File: src/rtl/core/tpta_pkg.sv
// ----------------------------------------------------------------------------
// tpta_pkg
// Shared types, constants and the arctangent table of the tilt angle solver.
// ----------------------------------------------------------------------------
package tpta_pkg;

  localparam int COORD_BITS_DEF   = 24;
  localparam int CORDIC_ITERS_DEF = 20;

  localparam int COORD_IN_W = 24;
  localparam int SLOT_W     = 2;
  localparam int IN_DATA_W  = 80;
  localparam int OUT_DATA_W = 80;
  localparam int SPD_W      = 24;
  localparam int ANGLE_W    = 19;
  localparam int ANG_MAG_W  = 17;
  localparam int STEP_W     = 16;
  localparam int ITER_W     = 5;
  localparam int ATAN_W     = 24;
  localparam int ACC_W      = 27;
  localparam int NORM_BITS  = 30;
  localparam int SQRT_STEPS = 31;

  // x / 125 as (x * ceil(2^30 / 125)) >> 30, exact for x below 2^23
  localparam int                 RECIP_W    = 24;
  localparam logic [RECIP_W-1:0] DIV125_MUL = 24'd8589935;
  localparam int                 DIV125_SH  = 30;

  localparam logic [SPD_W-1:0] SPD_RESET = 24'd65536;
  localparam logic             REQ_STORE   = 1'b0;
  localparam logic             REQ_COMPUTE = 1'b1;

  typedef enum logic [3:0] {
    OP_NONE, OP_STORE, OP_LOAD, OP_SQ_U, OP_SQ_V, OP_SQ_ADD, OP_SQRT, OP_CINIT,
    OP_CORDIC, OP_ANGLE, OP_SMUL, OP_SDIV_INIT, OP_SDIV, OP_EMIT
  } dp_op_e;

  typedef struct packed {
    dp_op_e              op;
    logic                axis;
    logic [ITER_W-1:0]   iter;
  } dp_cmd_t;

  typedef struct packed {
    logic [1:0] upd;
  } dp_stat_t;

  // atan(2^-i) in 1/256 millidegree
  function automatic logic [ATAN_W-1:0] atan_lut(input logic [ITER_W-1:0] idx);
    logic [ATAN_W-1:0] v;
    case (idx)
      5'd0:  v = 24'd11520000;
      5'd1:  v = 24'd6800653;
      5'd2:  v = 24'd3593278;
      5'd3:  v = 24'd1824004;
      5'd4:  v = 24'd915542;
      5'd5:  v = 24'd458217;
      5'd6:  v = 24'd229164;
      5'd7:  v = 24'd114589;
      5'd8:  v = 24'd57295;
      5'd9:  v = 24'd28648;
      5'd10: v = 24'd14324;
      5'd11: v = 24'd7162;
      5'd12: v = 24'd3581;
      5'd13: v = 24'd1790;
      5'd14: v = 24'd895;
      5'd15: v = 24'd448;
      5'd16: v = 24'd224;
      5'd17: v = 24'd112;
      5'd18: v = 24'd56;
      5'd19: v = 24'd28;
      5'd20: v = 24'd14;
      5'd21: v = 24'd7;
      5'd22: v = 24'd3;
      5'd23: v = 24'd2;
      5'd24: v = 24'd1;
      default: v = '0;
    endcase
    return v;
  endfunction

endpackage

File: src/rtl/core/tpta_ctrl.sv
// ----------------------------------------------------------------------------
// tpta_ctrl
// Sequencer: walks both axes through load, square root, CORDIC, step scaling.
// ----------------------------------------------------------------------------
module tpta_ctrl #(
  parameter int CORDIC_ITERS = tpta_pkg::CORDIC_ITERS_DEF
) (
  input  logic               clk_i,
  input  logic               rst_ni,
  input  logic               in_valid_i,
  input  logic               in_kind_i,
  output logic               in_ready_o,
  output logic               out_valid_o,
  input  logic               out_ready_i,
  input  tpta_pkg::dp_stat_t stat_i,
  output tpta_pkg::dp_cmd_t  cmd_o
);
  import tpta_pkg::*;

  typedef enum logic [3:0] {
    ST_IDLE, ST_LOAD, ST_CHECK, ST_SQ_U, ST_SQ_V, ST_SQ_ADD, ST_SQRT, ST_CINIT,
    ST_CORDIC, ST_ANGLE, ST_SMUL, ST_SDIV_INIT, ST_SDIV, ST_EMIT
  } state_e;

  state_e            state_q;
  logic              axis_q;
  logic [ITER_W-1:0] iter_q;
  logic              out_valid_q;
  logic              emit_ok;

  assign in_ready_o  = (state_q == ST_IDLE);
  assign out_valid_o = out_valid_q;
  assign emit_ok     = !out_valid_q || out_ready_i;

  always_comb begin
    cmd_o.axis = axis_q;
    cmd_o.iter = iter_q;
    case (state_q)
      ST_IDLE:      cmd_o.op = (in_valid_i && in_kind_i == REQ_STORE) ? OP_STORE : OP_NONE;
      ST_LOAD:      cmd_o.op = OP_LOAD;
      ST_SQ_U:      cmd_o.op = OP_SQ_U;
      ST_SQ_V:      cmd_o.op = OP_SQ_V;
      ST_SQ_ADD:    cmd_o.op = OP_SQ_ADD;
      ST_SQRT:      cmd_o.op = OP_SQRT;
      ST_CINIT:     cmd_o.op = OP_CINIT;
      ST_CORDIC:    cmd_o.op = OP_CORDIC;
      ST_ANGLE:     cmd_o.op = OP_ANGLE;
      ST_SMUL:      cmd_o.op = OP_SMUL;
      ST_SDIV_INIT: cmd_o.op = OP_SDIV_INIT;
      ST_SDIV:      cmd_o.op = OP_SDIV;
      ST_EMIT:      cmd_o.op = emit_ok ? OP_EMIT : OP_NONE;
      default:      cmd_o.op = OP_NONE;
    endcase
  end

  always_ff @(posedge clk_i or negedge rst_ni) begin
    if (!rst_ni) begin
      state_q     <= ST_IDLE;
      axis_q      <= 1'b0;
      iter_q      <= '0;
      out_valid_q <= 1'b0;
    end else begin
      if (state_q == ST_EMIT && emit_ok) begin
        out_valid_q <= 1'b1;
      end else if (out_ready_i) begin
        out_valid_q <= 1'b0;
      end
      case (state_q)
        ST_IDLE: begin
          if (in_valid_i && in_kind_i == REQ_COMPUTE) begin
            state_q <= ST_LOAD;
            axis_q  <= 1'b0;
          end
        end
        ST_LOAD: state_q <= ST_CHECK;
        ST_CHECK: begin
          if (stat_i.upd[axis_q]) begin
            state_q <= ST_SQ_U;
          end else if (!axis_q) begin
            axis_q  <= 1'b1;
            state_q <= ST_LOAD;
          end else begin
            axis_q  <= 1'b0;
            state_q <= ST_SMUL;
          end
        end
        ST_SQ_U:   state_q <= ST_SQ_V;
        ST_SQ_V:   state_q <= ST_SQ_ADD;
        ST_SQ_ADD: state_q <= ST_SQRT;
        ST_SQRT: begin
          if (iter_q == ITER_W'(SQRT_STEPS - 1)) begin
            iter_q  <= '0;
            state_q <= ST_CINIT;
          end else begin
            iter_q <= iter_q + 1'b1;
          end
        end
        ST_CINIT: state_q <= ST_CORDIC;
        ST_CORDIC: begin
          if (iter_q == ITER_W'(CORDIC_ITERS - 1)) begin
            iter_q  <= '0;
            state_q <= ST_ANGLE;
          end else begin
            iter_q <= iter_q + 1'b1;
          end
        end
        ST_ANGLE: begin
          if (!axis_q) begin
            axis_q  <= 1'b1;
            state_q <= ST_LOAD;
          end else begin
            axis_q  <= 1'b0;
            state_q <= ST_SMUL;
          end
        end
        ST_SMUL:      state_q <= ST_SDIV_INIT;
        ST_SDIV_INIT: state_q <= ST_SDIV;
        ST_SDIV: begin
          if (!axis_q) begin
            axis_q  <= 1'b1;
            state_q <= ST_SMUL;
          end else begin
            axis_q  <= 1'b0;
            state_q <= ST_EMIT;
          end
        end
        ST_EMIT: begin
          if (emit_ok) state_q <= ST_IDLE;
        end
        default: state_q <= ST_IDLE;
      endcase
    end
  end

endmodule

File: config.mk
export PLATFORM = sky130hd
export DESIGN_NAME = tpta_ctrl
export DESIGN_NICKNAME = d
export VERILOG_FILES = /design/src/rtl/core/tpta_pkg.sv /design/src/rtl/core/tpta_ctrl.sv
export SDC_FILE = /design/constraint.sdc
export NUM_CORES = 1
export LEC_CHECK = 0
export BUFFER_PORTS_ARGS = -buffer_cell sky130_fd_sc_hd__buf_2
export CAP_MARGIN = 20
export CORE_ASPECT_RATIO = 1.75
export CORE_MARGIN = 4
export CORE_UTILIZATION = 35
export DETAILED_ROUTE_END_ITERATION = 7
export GPL_TIMING_DRIVEN = 1
export PLACE_DENSITY = 0.63
export SKIP_LAST_GASP = 1
export SLEW_MARGIN = 20
export SYNTH_ARGS = -nofsm -noshare
export SYNTH_HDL_FRONTEND = slang
export SYNTH_SLANG_ARGS = --single-unit
export TNS_END_PERCENT = 30
File: constraint.sdc
create_clock -name clk_i -period 2.2 [get_ports clk_i]
set_input_delay 0.66 -clock clk_i [delete_from_list [all_inputs] [get_ports clk_i]]
set_output_delay 0.66 -clock clk_i [all_outputs]
set_load 0.05 [all_outputs]
==> flow_summary.json <==
{
  "gp_congestion": 0.814,
  "seq_area_frac_synth": 0.299,
  "vias_per_cell": 6.04,
  "critical_path.max_fanout": 2,
  "clk_pin_slew_ps": 50,
  "startpoint_type": "flop",
  "start_util": 0.369,
  "dr.pass1.iters": 4,
  "placed_area_um2": 1050,
  "overflow": 0,
  "cp_slowest_cell": "or3_4",
  "outcome": "finished with violations",
  "final_cell_area_um2": 1120,
  "post-route-util": 0.451,
  "coreArea_um2": 2490,
  "finalHoldViolations": 0,
  "fill_cells": 258,
  "rr_endpoint": "state_q[0]",
  "powerDensity_nw_per_um2": 1680,
  "cts-root-buf": "clkbuf_8",
  "worst-setup-path-type": "flop to output pin",
  "ys_warn_count": 0,
  "antenna_found_initial": 0,
  "cts_buffers": 3,
  "worstPathRequired_ps": 1540,
  "h-tree-depth": 1,
  "grt_pass1_wl_um": 3930,
  "p_clk_frac": 0.108,
  "ir_worst_vdd_mv": 0.721,
  "synth_area_um2": 920,
  "fin_tns_setup_ps": -155,
  "crit_chain": "or3_4, nor3b_2, buf_4, a31oi_1, o21ai_1, buf_6",
  "place_ws_ps": -23.4,
  "fin_ws_ps": -155,
  "cts_buffer_depth": 2,
  "clkLatencyLatePin_ps": 240,
  "p_leak_nw": 0.493,
  "multi_input_area_um2": 596,
  "pwr-share-comb": 0.690,
  "min_path_type": "primary input to asynchronous set/reset pin",
  "antenna_cells": 0,
  "postCtsHoldBufs": 0,
  "grt_usage": 0.153,
  "drive_above_1_share": 0.263,
  "rrSetupSlack_ps": 400,
  "share_seq_of_total_power": 0.202,
  "tightest_slew_ps": 366,
  "dr.first_iter.drc_count": 33,
  "holdWs_ps": 286,
  "yosysTopAreaCellShare": 0.299,
  "ys_top_cells_by_area": "dfrtp_1, o21ai_0, nor2_1",
  "cap_violations": 0,
  "synth_seq_cells": 11,
  "worstRegToRegCells": 5,
  "layout_worst_path_cycle_share": 1.07,
  "drc": 0,
  "ant_nets": 0,
  "die_w_um": 46.8,
  "nNetsFinal": 147,
  "synth_ff_type": "dfrtp_1",
  "setup_viol": 1,
  "p_sw_frac": 0.546,
  "clock_skew_ps": 1.36,
  "routedWlPerCell_um": 14.9,
  "crit_path_end_kind": "output pin",
  "syn-num-nets": 127,
  "synth_edf_count": 0,
  "fin_crit_ps": 2350,
  "ff_latch_area_um2": 275,
  "clock_sinks": 11,
  "netSwitchingPower_mw": 1.03,
  "max_stage_delay_ps": 400,
  "die_area_um2": 3540,
  "die_y_um": 75.8,
  "rsz0062_at_grt": "yes",
  "timing.rr.start": "iter_q[0]",
  "dp_hpwl_um": 1840,
  "finalMaxSlewViolations": 0,
  "postSynthCellCount": 118,
  "synth_largest_area_cell": "dfrtp_1",
  "async_flop_share": 1.00,
  "grt_pass1_vias": 890,
  "area_delta_synth_final_pct": 22.2,
  "max_clock_freq_ghz": 0.425,
  "syn_avg_cell_area_um2": 7.79,
  "violations": "setup timing",
  "io_buffer_count": 18,
  "synth_cell_types": 43,
  "routed-via-count": 985,
  "p_int_mw": 0.855,
  "rows": 24,
  "slew_headroom": 0.756,
  "io_pins": 19,
  "arrival_ps": 1690,
  "tritoncts": "built",
  "grt_start_max_net_pins": 29,
  "drt_wl_total_um": 2440
}
-- what timing repair did --
action                     in CTS  in global routing
hold endpoints to repair        0                  0
pin swaps                       3                  1
setup endpoints to repair       1                  4
resized for setup               4                  0
buffers inserted                1                  0
-- area by class of cell --
type / count / share of cell area
Sequential cell: 11 / 0.245
Inverter: 5 / 0.0167
Multi-Input combinational cell: 91 / 0.530
Timing Repair Buffer: 26 / 0.139
Clock buffer: 4 / 0.0401
Tap cell: 26 / 0.0290
-- stage by stage --
stage,total power [mW],std cells
2_1_floorplan,1.35,118
3_3_place_gp,1.60,158
3_5_place_dp,1.63,158
4_1_cts,1.88,163
5_1_grt,2.02,163
6_report,1.88,163
-- Yosys cell counts (2+ instances only) --
cell type	n
a211oi_1	3
a21oi_1	5
a31oi_1	2
and3b_1	2
buf_1	2
buf_2	4
clkbuf_1	4
dfrtp_1	11
ha_1	2
inv_1	5
mux2i_1	2
nand2_1	9
nand2b_1	3
nand3_1	4
nor2_1	12
nor3_1	2
o211ai_1	2
o21ai_0	14
o21bai_1	2
o22ai_1	2
or3_1	3
xnor2_1	2
-- per-layer routing --
metal,GRT usage,up-vias,part of all wire
met5,0,-,0
met4,0.0954,0,0.037
met3,0.0165,8,0.033
met2,0.279,33,0.56
met1,0.157,473,0.37
li1,-,471,-
-- cells by family after synthesis --
| family | share of synthesized area |
|---|---|
| adders and majority gates | 0.0272 |
| muxes | 0.0218 |
| and+or+nand+nor | 0.254 |
| AOI/OAI and AO/OA | 0.294 |
| xor gates and xnor gates | 0.0286 |
| buffers and inverters | 0.0748 |
| DFF | 0.299 |
-- power by group through the flow --
stage	clock [mW]	combinational (mW)	sequential [mW]
after floorplan	0	0.891	0.460
after CTS	0.206	1.30	0.378
after global placement	0	1.23	0.375
after detailed placement	0	1.25	0.380
after global routing	0.217	1.41	0.398
final	0.204	1.30	0.379
-- worst max-delay path by stage --
stage / from / end / slack, ps
floorplan: state_q[2] / cmd_o[7] / -550
global placement: in_kind_i / cmd_o[6] / 6
detailed placement: state_q[0] / cmd_o[6] / -20
CTS: state_q[3] / cmd_o[6] / -160
global route: state_q[3] / cmd_o[6] / -200
finish: state_q[3] / cmd_o[6] / -150
-- layout by cell type (no fill, tap or decap), drive strengths merged, types with 2 or more instances in the layout --
master,count
ha,2
a31oi,2
a211oi,3
a21oi,5
clkbuf,4
o211ai,2
o21ai,14
nand3,4
xnor2,2
o22ai,2
and3b,2
buf,26
inv,5
or3,3
dfrtp,11
nand2,9
o21bai,2
nor2,12
nand2b,3
mux2i,2
nor3,2
-- critical path, delay by kind of cell, from the launching register on --
family | cells | cell delay, ps
buffers and inverters | 2 | 320
and+or+nand+nor | 2 | 570
DFF | 1 | 380
AOI/OAI and AO/OA | 2 | 200
-- flip-flops by register name, summed over array words and instances (netlist names) --
register     cells
iter_q           5
state_q          4
axis_q           1
out_valid_o      1
Note: power is estimated with default switching activity, not from simulation.
